### config.mk
export PLATFORM = sky130hd
export DESIGN_NAME = postings_delta_vbyte_encoder
export DESIGN_NICKNAME = d
export VERILOG_FILES = /design/src/sv/pdv_pkg.sv /design/src/sv/pdv_front.sv /design/src/sv/pdv_queue.sv /design/src/sv/pdv_back.sv /design/src/sv/postings_delta_vbyte_encoder.sv
export SDC_FILE = /design/constraint.sdc
export NUM_CORES = 1
export LEC_CHECK = 0
export ABC_AREA = 1
export BUFFER_PORTS_ARGS = -buffer_cell sky130_fd_sc_hd__buf_2
export CAP_MARGIN = 30
export CORE_MARGIN = 3
export CORE_UTILIZATION = 50
export DETAILED_ROUTE_END_ITERATION = 8
export PLACE_DENSITY_LB_ADDON = 0.2
export SYNTH_ARGS = -nofsm -noshare
export SYNTH_HDL_FRONTEND = slang
export SYNTH_SLANG_ARGS = --single-unit
export TNS_END_PERCENT = 100
### constraint.sdc
create_clock -name clk -period 6 [get_ports clk]
set_clock_uncertainty 0.1 [all_clocks]
set_input_delay 0.9 -clock clk [delete_from_list [all_inputs] [get_ports clk]]
set_output_delay 0.9 -clock clk [all_outputs]
set_load 0.005 [all_outputs]
### src/sv/pdv_pkg.sv
// Package for the delta variable-byte postings encoder: widths, masks,
// the posting record type and the group helpers. No dependencies.
package pdv_pkg;

	localparam int ID_BITS = 32;
	localparam int ID_W = (ID_BITS >= 32) ? 32 : ID_BITS;
	localparam logic [31:0] ID_MASK = 32'hFFFF_FFFF >> (32 - ID_W);

	localparam logic [7:0] MORE_FLAG = 8'h80;
	localparam logic [6:0] GROUP_MASK = 7'h7F;

	localparam int QDEPTH = 4;
	localparam int QPTR_W = $clog2(QDEPTH);
	localparam int QCNT_W = $clog2(QDEPTH + 1);

	localparam logic [2:0] MAX_GRP = 3'd4;

	typedef logic [2:0] grp_idx_t;

	typedef struct packed {
		logic [31:0] gap;
		logic [31:0] term_count;
		grp_idx_t    gap_top;
		grp_idx_t    cnt_top;
	} posting_t;

	typedef struct packed {
		logic     valid;
		posting_t entry;
	} head_t;

	// Index of the most significant non-zero 7-bit group (zero for a zero value).
	function automatic grp_idx_t top_group(input logic [31:0] v);
		grp_idx_t k;
		if (v[31:28] != '0)
			k = 3'd4;
		else if (v[27:21] != '0)
			k = 3'd3;
		else if (v[20:14] != '0)
			k = 3'd2;
		else if (v[13:7] != '0)
			k = 3'd1;
		else
			k = 3'd0;
		return k;
	endfunction

	// The 7-bit group k of a value, least significant group is 0.
	function automatic logic [6:0] group_of(input logic [31:0] v, input grp_idx_t k);
		logic [6:0] g;
		case (k)
			3'd0: g = v[6:0];
			3'd1: g = v[13:7];
			3'd2: g = v[20:14];
			3'd3: g = v[27:21];
			3'd4: g = {3'b000, v[31:28]};
			default: g = '0;
		endcase
		return g & GROUP_MASK;
	endfunction

endpackage

### src/sv/pdv_front.sv
// Front end of the encoder: takes postings, forms the id gap and the top group
// indices, and writes one record to the queue. Depends on pdv_pkg.
module pdv_front import pdv_pkg::*; (
	input  logic        clk,
	input  logic        arst_n,
	input  logic        push,
	input  logic [31:0] doc_id,
	input  logic [31:0] term_count,
	input  logic        list_start,
	input  logic        q_full,
	output logic        full,
	output logic        wr_en,
	output posting_t    wr_data
);

	logic [31:0] previous_id_q;
	logic [31:0] id_m;
	logic [31:0] gap;

	assign full  = q_full;
	assign wr_en = push && !q_full;
	assign id_m  = doc_id & ID_MASK;
	assign gap   = list_start ? id_m : ((id_m - previous_id_q) & ID_MASK);

	always_comb begin
		wr_data.gap        = gap;
		wr_data.term_count = term_count;
		wr_data.gap_top    = top_group(gap);
		wr_data.cnt_top    = top_group(term_count);
	end

	always_ff @(posedge clk or negedge arst_n) begin
		if (!arst_n) begin
			previous_id_q <= '0;
		end else if (wr_en) begin
			previous_id_q <= id_m;
		end
	end

endmodule

### src/sv/pdv_queue.sv
// Short queue of posting records between the front and back ends.
// Depends on pdv_pkg.
module pdv_queue import pdv_pkg::*; (
	input  logic     clk,
	input  logic     arst_n,
	input  logic     wr_en,
	input  posting_t wr_data,
	input  logic     rd_en,
	output logic     q_full,
	output head_t    head
);

	posting_t           mem_q [QDEPTH];
	logic [QPTR_W-1:0]  wr_ptr_q;
	logic [QPTR_W-1:0]  rd_ptr_q;
	logic [QCNT_W-1:0]  count_q;

	assign q_full     = (count_q == QCNT_W'(QDEPTH));
	assign head.valid = (count_q != '0);
	assign head.entry = mem_q[rd_ptr_q];

	always_ff @(posedge clk) begin
		if (wr_en) begin
			mem_q[wr_ptr_q] <= wr_data;
		end
	end

	always_ff @(posedge clk or negedge arst_n) begin
		if (!arst_n) begin
			wr_ptr_q <= '0;
			rd_ptr_q <= '0;
			count_q  <= '0;
		end else begin
			if (wr_en)
				wr_ptr_q <= wr_ptr_q + 1'b1;
			if (rd_en)
				rd_ptr_q <= rd_ptr_q + 1'b1;
			if (wr_en && !rd_en)
				count_q <= count_q + 1'b1;
			else if (rd_en && !wr_en)
				count_q <= count_q - 1'b1;
		end
	end

	a_no_overflow: assert property (@(posedge clk) disable iff (!arst_n)
		!(wr_en && q_full))
		else $error("queue written while full");
	a_no_underflow: assert property (@(posedge clk) disable iff (!arst_n)
		rd_en |-> head.valid)
		else $error("queue read while empty");
	a_count_bound: assert property (@(posedge clk) disable iff (!arst_n)
		count_q <= QCNT_W'(QDEPTH))
		else $error("queue count beyond depth");

endmodule

### src/sv/pdv_back.sv
// Back end of the encoder (uses pdv_pkg): walks the head record group by
// group and emits one code byte per cycle to its free or popped output register.
module pdv_back import pdv_pkg::*; (
	input  logic       clk,
	input  logic       arst_n,
	input  head_t      head,
	output logic       rd_en,
	input  logic       pop,
	output logic       empty,
	output logic [7:0] code_byte,
	output logic       last_byte
);

	logic       out_valid_q;
	logic [7:0] byte_q;
	logic       last_q;
	logic       started_q;
	logic       phase_q;
	grp_idx_t   grp_q;

	logic        adv;
	logic        phase;
	grp_idx_t    k;
	logic [31:0] value;
	logic [7:0]  next_byte;
	logic        next_last;

	assign phase     = started_q ? phase_q : 1'b0;
	assign k         = started_q ? grp_q : head.entry.gap_top;
	assign value     = phase ? head.entry.term_count : head.entry.gap;
	assign next_byte = {1'b0, group_of(value, k)} | ((k != '0) ? MORE_FLAG : 8'h00);
	assign next_last = phase && (k == '0);
	assign adv       = head.valid && (!out_valid_q || pop);
	assign rd_en     = adv && next_last;

	assign empty     = !out_valid_q;
	assign code_byte = byte_q;
	assign last_byte = last_q;

	always_ff @(posedge clk) begin
		if (adv) begin
			byte_q <= next_byte;
			last_q <= next_last;
		end
	end

	always_ff @(posedge clk or negedge arst_n) begin
		if (!arst_n) begin
			out_valid_q <= 1'b0;
			started_q   <= 1'b0;
			phase_q     <= 1'b0;
			grp_q       <= '0;
		end else begin
			if (adv)
				out_valid_q <= 1'b1;
			else if (pop)
				out_valid_q <= 1'b0;

			if (adv) begin
				if (k != '0) begin
					grp_q     <= k - 1'b1;
					phase_q   <= phase;
					started_q <= 1'b1;
				end else if (!phase) begin
					grp_q     <= head.entry.cnt_top;
					phase_q   <= 1'b1;
					started_q <= 1'b1;
				end else begin
					grp_q     <= '0;
					phase_q   <= 1'b0;
					started_q <= 1'b0;
				end
			end
		end
	end

	a_started_has_head: assert property (@(posedge clk) disable iff (!arst_n)
		started_q |-> head.valid)
		else $error("byte walk in progress without a queued posting");
	a_grp_range: assert property (@(posedge clk) disable iff (!arst_n)
		grp_q <= MAX_GRP)
		else $error("group index out of range");
	a_last_ends_walk: assert property (@(posedge clk) disable iff (!arst_n)
		rd_en |=> !started_q)
		else $error("walk not closed after final byte");

endmodule

### src/sv/postings_delta_vbyte_encoder.sv
// Top level of the delta variable-byte postings encoder.
// Depends on pdv_pkg, pdv_front, pdv_queue and pdv_back.
//
// Use: postings enter through a queue-style port. A transaction is taken at
// a rising edge where push is high and full is low; it carries doc_id,
// term_count and list_start. Encoded bytes leave through a second queue-style
// port: while empty is low, code_byte and last_byte show the oldest waiting
// byte, and a transaction completes at an edge where pop is high as well.
// Each posting yields the id gap and then the term count, each in big-endian
// 7-bit groups with bit 7 set on every byte but the last of that value; the
// final byte of the posting has last_byte set.
// The first byte of a posting passes through the queue memory and then the
// output register. The back end emits one byte per cycle while the output
// register is free or popped; a posting yields 2 to 10 output bytes, and
// the output port sets the sustained rate. A four-entry queue between the
// front and back ends lets postings be taken while earlier ones are emitted.
// Reset clears the previous id to zero, empties the queue and the output
// register. When the receiver stops popping, the output register holds its
// byte, the queue fills, and full rises to hold off further postings.
module postings_delta_vbyte_encoder import pdv_pkg::*; (
	input  logic        clk,
	input  logic        arst_n,
	input  logic        push,
	output logic        full,
	input  logic [31:0] doc_id,
	input  logic [31:0] term_count,
	input  logic        list_start,
	output logic        empty,
	input  logic        pop,
	output logic [7:0]  code_byte,
	output logic        last_byte
);

	// Records travel from the front end into the queue; the back end reads the head.
	logic     q_full;
	logic     wr_en;
	posting_t wr_data;
	logic     rd_en;
	head_t    head;

	pdv_front u_front (
		.clk        (clk),
		.arst_n     (arst_n),
		.push       (push),
		.doc_id     (doc_id),
		.term_count (term_count),
		.list_start (list_start),
		.q_full     (q_full),
		.full       (full),
		.wr_en      (wr_en),
		.wr_data    (wr_data)
	);

	pdv_queue u_queue (
		.clk     (clk),
		.arst_n  (arst_n),
		.wr_en   (wr_en),
		.wr_data (wr_data),
		.rd_en   (rd_en),
		.q_full  (q_full),
		.head    (head)
	);

	// The back end pops a record only when its final byte enters the output register.
	pdv_back u_back (
		.clk       (clk),
		.arst_n    (arst_n),
		.head      (head),
		.rd_en     (rd_en),
		.pop       (pop),
		.empty     (empty),
		.code_byte (code_byte),
		.last_byte (last_byte)
	);

endmodule
==> impl_results.md, run 1 <==
* Setup crit start kind: flop
* Worst Setup Slack, final at 1.73 ns
* Dpl ws at 1.73 ns
* Worst setup EP type: flop
* Final setup fails at 0
* Drt first-iter violations at 1042
* Met1 wire length at 18000 um
* Post-Synthesis Cell Area at around 16000 sq um
* Ports at 80
* Met2 routed WL at 19800 um
* Main synth FF type: edfxtp_1
* R2R cell count at 16
* Final hold vios at 0
* ANT nets after route at 0
* Post-synth cell types at 47
* Metal3 WL at 2270 um
* Die X at 187 um
* Overflow after GRT at 0
* Post-synthesis net count at ~1800
* Area of the multi-input gates at between 5000 and 6000 sq um
* Number of global-route vias before repair at 11700
* Post-synth top area cell: edfxtp_1
* Max_cap viols at 0
* CP Class: reg -> reg
* Pin slew with the least headroom to its limit at 0.921 ns
* Worst-path fanout max at between 80 and 90
* Tot GR Track Use at a little under a quarter
* Slowest stage delay, CP at ~0.77 ns
* Slew headroom at 38.4%
* Fmax at ~230 MHz
* WP data required at around 6.3 ns
* Clock transition at path regs at roughly 0.060 ns
* NumNets Final at between 1500 and 2000
* Vias per inst at 5.47
* Initial antenna violation count at 0
* Worst path slowest cell: dfrtp_4
* FFs w/ async S/R, synth at between 10% and 20%
* WL/cell at 18.7 um
* Design Area, Final at between 15000 and 20000 sq um
* Pwr dens at 473 nW/um^2
* Most common cell in the synthesized netlist: nand2_1
* Layout cells sized above 1 at 13.1%
* Fin crit share at 71.2%
* DRC Markers at 0
* Largest net degree at the start of global routing at 85
* Highest routed layer: met4
* H-Tree Level Count at 2
* CTS Sinks at 334
* Post-CTS Hold Fix Bufs at 0
* Worst-path cell chain: inv_4 > o21ai_0 > o22ai_1 > nand2_1 > o21ai_0 > inv_1 > ha_1 > ha_1 > ha_1 > nand2_1 > ha_1 > inv_1 > fa_1 > a21oi_1 > o21ai_0 > xor2_1
* Die area at about 35000 sq um
* Layout area overhead at 12.6%
* Register Area at roughly 9800 sq um
* Leak Pwr at between 7 and 8 nW
* Clk buf depth at 3
* Syn. warnings at 0
* Fillers at 2773
* Final setup TNS at 0 ns
* Dpl hpwl at between 20000 and 30000 um
* Yosys top cell area share at 53.2%
* WP data arrival at 4.57 ns
* Num CTS Buffers at 37
* Mapped Cells at 1662
* Port Buf Inserts at 79
* First-pass GRT wire length at 65300 um
* CTS resizes at 0
* Seq/Total Area, Yosys at 60.1%
* Core Rows at 65
* Core box area at 31900 sq um
* Die height at around 190 um
* Hold Crit Class: in -> async
* Root Buffer: clkbuf_16
* Vias at 12000
* Peak supply drop at 258 uV
* Synth top area cells: edfxtp_1, nand2_1, dfrtp_1, inv_1, o21ai_0
* Post-synth EDFFs at 289
* Number of setup buffers added after CTS at 0
* Commonest cells in the netlist: nand2_1, edfxtp_1, inv_1
* Worst-Skew Late Latency at around 0.53 ns
* CTS tree: yes
* GP Congestion at 0.909
* Starting Density at 51.2%
* CP dominant cell by count: ha_1
* WL final at 41200 um
* Unrepaired setup endpoints after global routing: no
* Tmin final at 4.27 ns
* Placed Area at 17200 sq um
* Drt first pass iters at 7
* Max Slew Vio Count at 0
* FF+latch count, synth at roughly 330
* Status: finished clean
* Mean area per synthesized cell at 9.82 sq um
## worst max-delay path: cells and delay by family (launching register included)
| kind | cells | cell delay (ns) |
|---|---|---|
| fa+ha+maj | 5 | 1.27 |
| flops | 1 | 0.77 |
| compound gates | 5 | 0.73 |
| xor+xnor | 1 | 0.16 |
| simple gates | 2 | 0.23 |
| buf+inv | 3 | 0.84 |
## cell usage in the layout, fill, tap and decap left out, types with 21 or more instances in the layout
cell type,instances
nor2_1,123
ha_1,43
o22ai_1,21
nand3_1,62
a21oi_1,80
a32o_1,22
o21ai_0,112
edfxtp_1,289
clkbuf_16,38
nand2_2,30
dfrtp_1,44
buf_2,79
inv_1,177
nand2_1,450
## sequential cells by signal (all words and copies together) (netlist names)
| register | cells |
|---|---|
| u_back.phase_q | 1 |
| u_front.previous_id_q | 32 |
| u_queue.rd_ptr_q | 2 |
| u_back.grp_q | 3 |
| u_back.last_byte | 1 |
| u_back.code_byte | 8 |
| u_queue.mem_q | 280 |
| u_back.out_valid_q | 1 |
| u_queue.count_q | 3 |
| u_back.started_q | 1 |
| u_queue.wr_ptr_q | 2 |
## logic make-up after synthesis
logic type               count (synthesis)  share of synthesized area [%]
AND/OR/NAND/NOR                        727                           18.9
flip-flops                             334                           60.1
AO/OA/AOI/OAI                          294                           10.9
buffers and inverters                  255                           6.18
adder cells (fa/ha/maj)                 45                           3.54
XOR/XNOR                                 7                          0.376
## per-stage QoR
step / power, mW / utilization (%) / instances / hold WS (ns)
floorplan: 5.54 / - / 1662 / 0.342
global placement: 6.47 / 53.7 / 2124 / 0.358
detailed placement: 6.57 / 54.0 / 2128 / 0.363
CTS: 8.74 / 57.6 / 2195 / 0.244
global route: 9.25 / 57.6 / 2195 / 0.267
finish: 8.69 / 57.7 / 2196 / 0.247
## cell type report
cell class                      count  share of cell area [%]
Inverter                          191                    3.91
Timing Repair Buffer               95                    3.20
Clock buffer                       51                    5.55
Antenna cell                        1                  0.0136
Sequential cell                   334                    53.4
Tap cell                          435                    2.96
Multi-Input combinational cell   1073                    30.2
Clock inverter                     16                   0.769
## power by group
part	internal [mW]	total, mW	switching [mW]
Combinational	0.935	3.11	2.17
Sequential	3.18	3.42	0.241
Clock	1.25	2.15	0.909
## per-layer routing
metal | GRT usage [%] | vias to the layer above
li1 | - | 5812
met4 | 6.63 | 0
met5 | 0 | -
met1 | 31.6 | 5759
met2 | 40.5 | 362
met3 | 3.55 | 70
## worst paths after layout
kind,start,end,slack [ns]
setup / recovery,u_queue.rd_ptr_q[0],u_queue.count_q[2],1.73
hold / removal,arst_n,u_front.previous_id_q[26],0.25
setup reg to reg,u_queue.rd_ptr_q[0],u_queue.count_q[2],1.73
hold reg to reg,u_back.phase_q,u_back.phase_q,0.38
max in group asynchronous,arst_n,u_front.previous_id_q[4],5.02
min in group clk,u_back.phase_q,u_back.phase_q,0.38
Note: power is estimated with default switching activity, not from simulation.
==> run 2, diff against run 1 <==
- ABC_AREA: 1 -> 0
- clock period: 6 -> 4.35 ns (I/O delays scaled with it)
==> run 2 against run 1 <==
Non-clock buffer count grew 10. Die area shrank 6.2%. Largest power group unchanged. Critical endpoint is now u_queue.mem_q[3][3]. Maximum frequency grew 13%. First-iteration DRC count shrank 42%.
==> impl_results.md, run 2 <==
* Status: finished clean (unchanged)
* Final hold vios at 0 (unchanged)
* Main synth FF type: edfxtp_1 (unchanged)
* Max Slew Vio Count at 0 (unchanged)
* CP Class: reg -> reg (unchanged)
* Post-synth top area cell: edfxtp_1 (unchanged)
* Setup crit start kind: flop (unchanged)
* Fin crit share at 86.6% (was 71.2%)
* Antenna diode count at 0 (was 1)
* Mapped Cells at 1073 (was 1662)
* CTS tree: yes (unchanged)
* Worst-path fanout max at 5 (was 84)
* Pin slew with the least headroom to its limit at 0.856 ns (was 0.921 ns)
* Vias per inst at 5.74 (was 5.47)
* Initial antenna violation count at 0 (unchanged)
* Biggest register: u_queue.mem_q (unchanged)
* Vias at 9070 (was 12000)
* Max_cap viols at 0 (unchanged)
* Drt first-iter violations at 605 (was 1042)
* Tot GR Track Use at 20.7% (was 23.6%)
* Die area at 32700 sq um (was 34900 sq um)
* Largest net degree at the start of global routing at 66 (was 85)
* Number of global-route vias before repair at 9178 (was 11700)
* Root Buffer: clkbuf_16 (unchanged)
* Grt met1 use at 30.3% (was 31.6%)
* Clk buf depth at 3 (unchanged)
* Switch Pwr at 3.60 mW (was 3.32 mW)
* Tmin final at 3.77 ns (was 4.27 ns)
* NumNets Final at 1279 (was 1846)
* Core Rows at 63 (was 65)
* Post-CTS Hold Fix Bufs at 0 (unchanged)
* Worst-Skew Late Latency at 0.52 ns (was 0.53 ns)
* DRC Markers at 0 (unchanged)
* Fmax at 266 MHz (was 234 MHz)
* CTS resizes at 0 (unchanged)
* Met2 usage at 32.7% (was 40.5%)
* Most common cell in the synthesized netlist: edfxtp_1 (was nand2_1)
* Synth top area cells: edfxtp_1, mux4_2, dfrtp_1, nand2_1, ha_1 (was edfxtp_1, nand2_1, dfrtp_1, inv_1, o21ai_0)
* Final setup fails at 0 (unchanged)
* Leak Pwr at 6.29 nW (was 7.51 nW)
* WL final at 33100 um (was 41200 um)
* Pint at 7.53 mW (was 5.36 mW)
* Port Buf Inserts at 79 (unchanged)
* Placed Area at 16200 sq um (was 17200 sq um)
* Starting Density at 51.1% (was 51.2%)
* Layout area overhead at 13.1% (was 12.6%)
* Layout cells sized above 1 at 21.3% (was 13.1%)
* Hold Crit Class: in -> async (unchanged)
* Die X at 181 um (was 187 um)
* Worst R2R Setup Slack at 0.58 ns (was 1.73 ns)
* Post-synthesis net count at 1187 (was 1776)
* H-Tree Level Count at 2 (unchanged)
* WP data arrival at 3.91 ns (was 4.57 ns)
* Fin Hold WS at 0.138 ns (was 0.247 ns)
* Post-synth EDFFs at 289 (unchanged)
* Yosys top cell area share at 56.8% (was 53.2%)
* Power consumption at 11.1 mW (was 8.69 mW)
* Number of setup buffers added after CTS at 0 (unchanged)
* Worst setup EP type: flop (unchanged)
* Sequential share of power at 41.7% (was 39.4%)
* Ports at 80 (unchanged)
* Num CTS Buffers at 35 (was 37)
* Clock transition at path regs at 0.06 ns (about the same)
* Dpl hpwl at 23000 um (was 28400 um)
* Final setup TNS at 0 ns (unchanged)
* Post-Synthesis Cell Area at 15300 sq um (was 16300 sq um)
* Seq/Total Area, Yosys at 64.2% (was 60.1%)
* Non-Filler Instances at 1580 (was 2196)
* WL/cell at 21.0 um (was 18.7 um)
* Commonest cells after routing, fill and taps aside: edfxtp_1, nand2_1, o21ai_0, buf_2, mux4_2 (was nand2_1, edfxtp_1, inv_1, nor2_1, o21ai_0)
* CTS Sinks at 334 (unchanged)
* Net Sw Frac at 32.3% (was 38.3%)
* Core box area at 29900 sq um (was 31900 sq um)
* Post-Place Cells at 1518 (was 2128)
* FFs w/ async S/R, synth at 13.5% (unchanged)
* Slew headroom at 42.5% (was 38.4%)
* Pwr dens at 644 nW/um^2 (was 473 nW/um^2)
* WP data required at 4.49 ns (was 6.29 ns)
* Peak supply drop at 358 uV (was 258 uV)
* Commonest cells in the netlist: edfxtp_1, nand2_1, o21ai_0 (was nand2_1, edfxtp_1, inv_1)
* Mean area per synthesized cell at 14.2 sq um (was 9.82 sq um)
* ANT nets after route at 0 (unchanged)
* Drt first pass iters at 5 (was 7)
* Unrepaired setup endpoints after global routing: no (unchanged)
* Clock Power Share at 25.6% (was 24.8%)
* GP Congestion at 0.861 (was 0.909)
* Global route hottest layer: met2 (unchanged)
* Overflow after GRT at 0 (unchanged)
* Max reg flops at 280 (unchanged)
* First-pass GRT wire length at 52700 um (was 65300 um)
* Comb power frac at 32.7% (was 35.8%)
* Met3 usage in global routing at 3.08% (was 3.55%)
* Most common cell after layout, fill and taps aside: edfxtp_1 (was nand2_1)
* Syn. warnings at 0 (unchanged)
* Die height at 181 um (was 187 um)
* Post-synth cell types at 67 (was 47)
* Design Area, Final at 17300 sq um (was 18400 sq um)
* FF+latch count, synth at 334 (unchanged)
-- run 2: cell count changes in the layout (fill, tap and decap cells not counted), moves of 15 or more --
cell	change
nand3_1	-57
inv_1	-124
o22ai_1	-19
nand2_1	-291
o21ai_0	-26
xnor2_1	+15
nor2_1	-95
nand2_2	-30
mux4_2	+70
a32o_1	-22
-- run 2: stage by stage --
stage,util (%),worst slack [ns]
after detailed placement,54.2,0.177
after CTS,57.8,0.577
after global routing,57.8,0.376
after floorplan,-,0.361
final,57.8,0.584
after global placement,54.2,0.269
-- run 2: worst max-delay path, cell delays in order (launching register included) --
cell and delay, ns:
dfrtp_1 0.38, ha_1 0.23, fa_1 0.45, nand2b_1 0.19, a21oi_1 0.18, o21ai_0 0.18, o21ai_1 0.41, a31oi_2 0.19
xor2_1 0.15, o21ai_0 0.19, or4b_4 0.58, o211a_1 0.28
-- run 2: cell type report --
| type | count | area [sq um] |
|---|---|---|
| multi-input cells | 636 | 5100 |
| well taps | 390 | 488 |
| repair buffers | 105 | 591 |
| inverters | 53 | 199 |
| clock buffers | 41 | 898 |
| clock inverters | 21 | 198 |
| flip-flops and latches | 334 | 9810 |
| fillers | 2395 | 12600 |
-- run 2: per-layer routing --
metal | share of wire, % | vias up | wire length (um)
li1 | - | 4279 | -
met1 | 44 | 4456 | 14700
met4 | 2.5 | 0 | 812
met2 | 47 | 284 | 15600
met5 | 0 | - | 0
met3 | 6.1 | 51 | 2020
-- run 2: kinds of logic (layout without fill, tap and decap cells) --
kind of cell,after synthesis,in the layout,synth area share (%)
adder cells (fa/ha/maj),45,45,3.78
AND/OR/NAND/NOR,259,259,7.79
XOR/XNOR,28,28,1.61
multiplexers,86,86,11.4
buffers and inverters,103,220,2.58
AO/OA/AOI/OAI,218,218,8.61
flip-flops,334,334,64.2
-- run 2: path summary, 6_finish.rpt --
| path | start | to | depth (start not counted) |
|---|---|---|---|
| worst max-delay path | u_front.previous_id_q[0] | u_queue.mem_q[3][3] | 11 |
| worst max register to register | u_front.previous_id_q[0] | u_queue.mem_q[3][3] | 11 |
| max in group asynchronous | arst_n | u_queue.rd_ptr_q[0] | 2 |
| min in group clk | pop | u_back.out_valid_q | 2 |
| worst min register to register | u_queue.count_q[2] | u_queue.count_q[2] | 1 |
| worst min-delay path | arst_n | u_front.previous_id_q[26] | 2 |
-- run 2: power by group through the flow --
| stage | Clock, mW | Sequential (mW) | Combinational [mW] |
|---|---|---|---|
| 2_1_floorplan | 0 | 4.66 | 2.59 |
| 3_3_place_gp | 0 | 4.69 | 3.62 |
| 3_5_place_dp | 0 | 4.72 | 3.66 |
| 4_1_cts | 2.92 | 4.65 | 3.68 |
| 5_1_grt | 3.06 | 4.71 | 4.04 |
| 6_report | 2.85 | 4.65 | 3.64 |
==> run 3, diff against run 2 <==
- clock period: 4.35 -> 4.5 ns (I/O delays scaled with it)
==> run 3 against run 2 <==
Combinational power fell by 4%. Clock-buffer cell count rose by 5. Setup slack improved by 0.10 ns. Maximum frequency fell by 1.3%. Largest power group unchanged. Largest cell class unchanged. Power fell by 2.4%. Final area rose by 0.14%.
==> impl_results.md, run 3 (synthesis results as in run 2) <==
* Drt first-iter violations at 769 (was 605)
* Leak Pwr at 6.30 nW (was 6.29 nW)
* Grt met1 use at 31.0% (was 30.3%)
* Global route hottest layer: met2 (unchanged)
* Max_cap viols at 0 (unchanged)
* WL/cell at 21.1 um (was 21.0 um)
* First-pass GRT wire length at 53300 um (was 52700 um)
* Clk buf depth at 3 (unchanged)
* Fin crit share at 84.8% (was 86.6%)
* Commonest cells after routing, fill and taps aside: edfxtp_1, nand2_1, o21ai_0, buf_2, mux4_2 (unchanged)
* Worst-Skew Late Latency at 0.51 ns (was 0.52 ns)
* GP Congestion at 0.957 (was 0.861)
* CTS Sinks at 334 (unchanged)
* Worst setup EP type: flop (unchanged)
* Dpl ws at 0.251 ns (was 0.177 ns)
* CP dominant cell by count: o21ai_0 (unchanged)
* Ports at 80 (unchanged)
* Root Buffer: clkbuf_16 (unchanged)
* Slew headroom at 41.8% (was 42.5%)
* Fmax at 262 MHz (was 266 MHz)
* Setup crit start kind: flop (unchanged)
* Worst-path fanout max at 5 (unchanged)
* Hold Crit Class: in -> async (unchanged)
* Worst Setup Slack, final at 0.686 ns (was 0.584 ns)
* Comb power frac at 32.1% (was 32.7%)
* Number of setup buffers added after CTS at 0 (unchanged)
* Final hold vios at 0 (unchanged)
* Fin Hold WS at 0.157 ns (was 0.138 ns)
* Sequential share of power at 41.6% (was 41.7%)
* Unrepaired setup endpoints after global routing: no (unchanged)
* Clock Power Share at 26.3% (was 25.6%)
* Post-layout util at 57.9% (was 57.8%)
* WP data required at 4.64 ns (was 4.49 ns)
* Biggest register: u_queue.mem_q (unchanged)
* Worst Setup SP: u_front.previous_id_q[0] (unchanged)
* Most common cell after layout, fill and taps aside: edfxtp_1 (unchanged)
* Pin slew with the least headroom to its limit at 0.874 ns (was 0.856 ns)
* ANT nets after route at 0 (unchanged)
* Die height at 181 um (unchanged)
* Number of global-route vias before repair at 9237 (was 9178)
* DRC Markers at 0 (unchanged)
* CP bufs+invs at 0 (unchanged)
* R2R cell count at 11 (unchanged)
* CTS resizes at 0 (unchanged)
* Core box area at 29900 sq um (unchanged)
* Pwr dens at 628 nW/um^2 (was 644 nW/um^2)
* Tmin final at 3.81 ns (was 3.77 ns)
* Drt first pass iters at 5 (unchanged)
* WP data arrival at 3.95 ns (was 3.91 ns)
* Pint at 7.39 mW (was 7.53 mW)
* Final setup TNS at 0 ns (unchanged)
* Port Buf Inserts at 79 (unchanged)
* Dpl hpwl at 23000 um (about the same)
* Post-CTS Hold Fix Bufs at 0 (unchanged)
* Layout area overhead at 13.3% (was 13.1%)
* Num CTS Buffers at 36 (was 35)
* Die X at 181 um (unchanged)
* Vias per inst at 5.75 (was 5.74)
* H-Tree Level Count at 2 (unchanged)
* Stages on the worst setup path at 11 (unchanged)
* WL final at 33300 um (was 33100 um)
* Worst-path cell chain: ha_1 > fa_1 > nand2b_1 > a21oi_1 > o21ai_0 > o21ai_1 > a31oi_2 > xor2_1 > o21ai_0 > or4b_4 > o211a_1 (unchanged)
* Switch Pwr at 3.47 mW (was 3.60 mW)
* Max Slew Vio Count at 0 (unchanged)
* Worst r2r src: u_front.previous_id_q[0] (unchanged)
* Vias at 9069 (was 9070)
* Slowest stage delay, CP at 0.59 ns (was 0.58 ns)
* Clock transition at path regs at 0.06 ns (about the same)
* Peak supply drop at 368 uV (was 358 uV)
* Met2 usage at 32.5% (was 32.7%)
* Worst path slowest cell: or4b_4 (unchanged)
* Tot GR Track Use at 20.7% (about the same)
* Met3 usage in global routing at 3.18% (was 3.08%)
* Delay-heaviest family, CP: compound AO/OA/AOI/OAI gates (unchanged)
* Starting Density at 51.1% (unchanged)
* Core Rows at 63 (unchanged)
* Status: finished clean (unchanged)
* Layout cells sized above 1 at 21.1% (was 21.3%)
* NumNets Final at 1278 (was 1279)
* Die area at 32700 sq um (unchanged)
* Final setup fails at 0 (unchanged)
* Antenna diode count at 0 (unchanged)
* Net Sw Frac at 32.0% (was 32.3%)
* Overflow after GRT at 0 (unchanged)
* Initial antenna violation count at 0 (unchanged)
* CTS tree: yes (unchanged)
* Max reg flops at 280 (unchanged)
* Largest net degree at the start of global routing at 66 (unchanged)
* CP Class: reg -> reg (unchanged)
[run 3: cell count changes in the layout (fill, tap and decap cells not counted), sizes merged]
| cell | change |
|---|---|
| inv | +1 |
| bufinv | +1 |
| clkbuf | +5 |
| clkinv | -8 |
| buf | -2 |
[run 3: worst reg2reg max path, stage by stage, from the launching register on]
cell	delay, ns
dfrtp_1	0.38
ha_1	0.24
fa_1	0.45
nand2b_1	0.19
a21oi_1	0.23
o21ai_0	0.20
o21ai_1	0.38
a31oi_2	0.19
xor2_1	0.15
o21ai_0	0.18
or4b_4	0.59
o211a_1	0.29
[run 3: layer usage]
layer	wire, um	vias up
met2	15600	240
met5	0	-
met3	1840	51
met4	680	0
met1	15200	4505
li1	-	4273
[run 3: area by class of cell]
type | count | area (sq um)
fill | 2366 | 12600
sequential | 334 | 9810
multi-input combinational | 636 | 5100
clock buffer | 46 | 948
timing repair buffer | 103 | 573
tap | 390 | 488
inverter | 53 | 199
clock inverter | 15 | 190
[run 3: path summary, 6_finish.rpt]
check | end | slack, ns
max reg2reg | u_queue.mem_q[3][3] | 0.69
min in group clk | u_back.out_valid_q | 0.27
min | u_front.previous_id_q[25] | 0.16
min reg2reg | u_queue.count_q[2] | 0.40
max | u_queue.mem_q[3][3] | 0.69
max in group asynchronous | u_queue.rd_ptr_q[0] | 3.63
[run 3: metrics by stage]
stage               std cells  total power [mW]  instance area (sq um)
finish                   1577              10.9                  17300
global route             1577              11.5                  17300
CTS                      1577              11.0                  17300
detailed placement       1516              8.08                  16200
global placement         1515              8.03                  16200
floorplan                1073              7.01                  15300
[run 3: power by group through the flow]
stage / Clock [mW] / Sequential [mW] / Combinational [mW]
floorplan: 0 / 4.50 / 2.50
global route: 3.05 / 4.58 / 3.87
finish: 2.86 / 4.52 / 3.49
global placement: 0 / 4.56 / 3.47
CTS: 2.92 / 4.53 / 3.51
detailed placement: 0 / 4.59 / 3.49
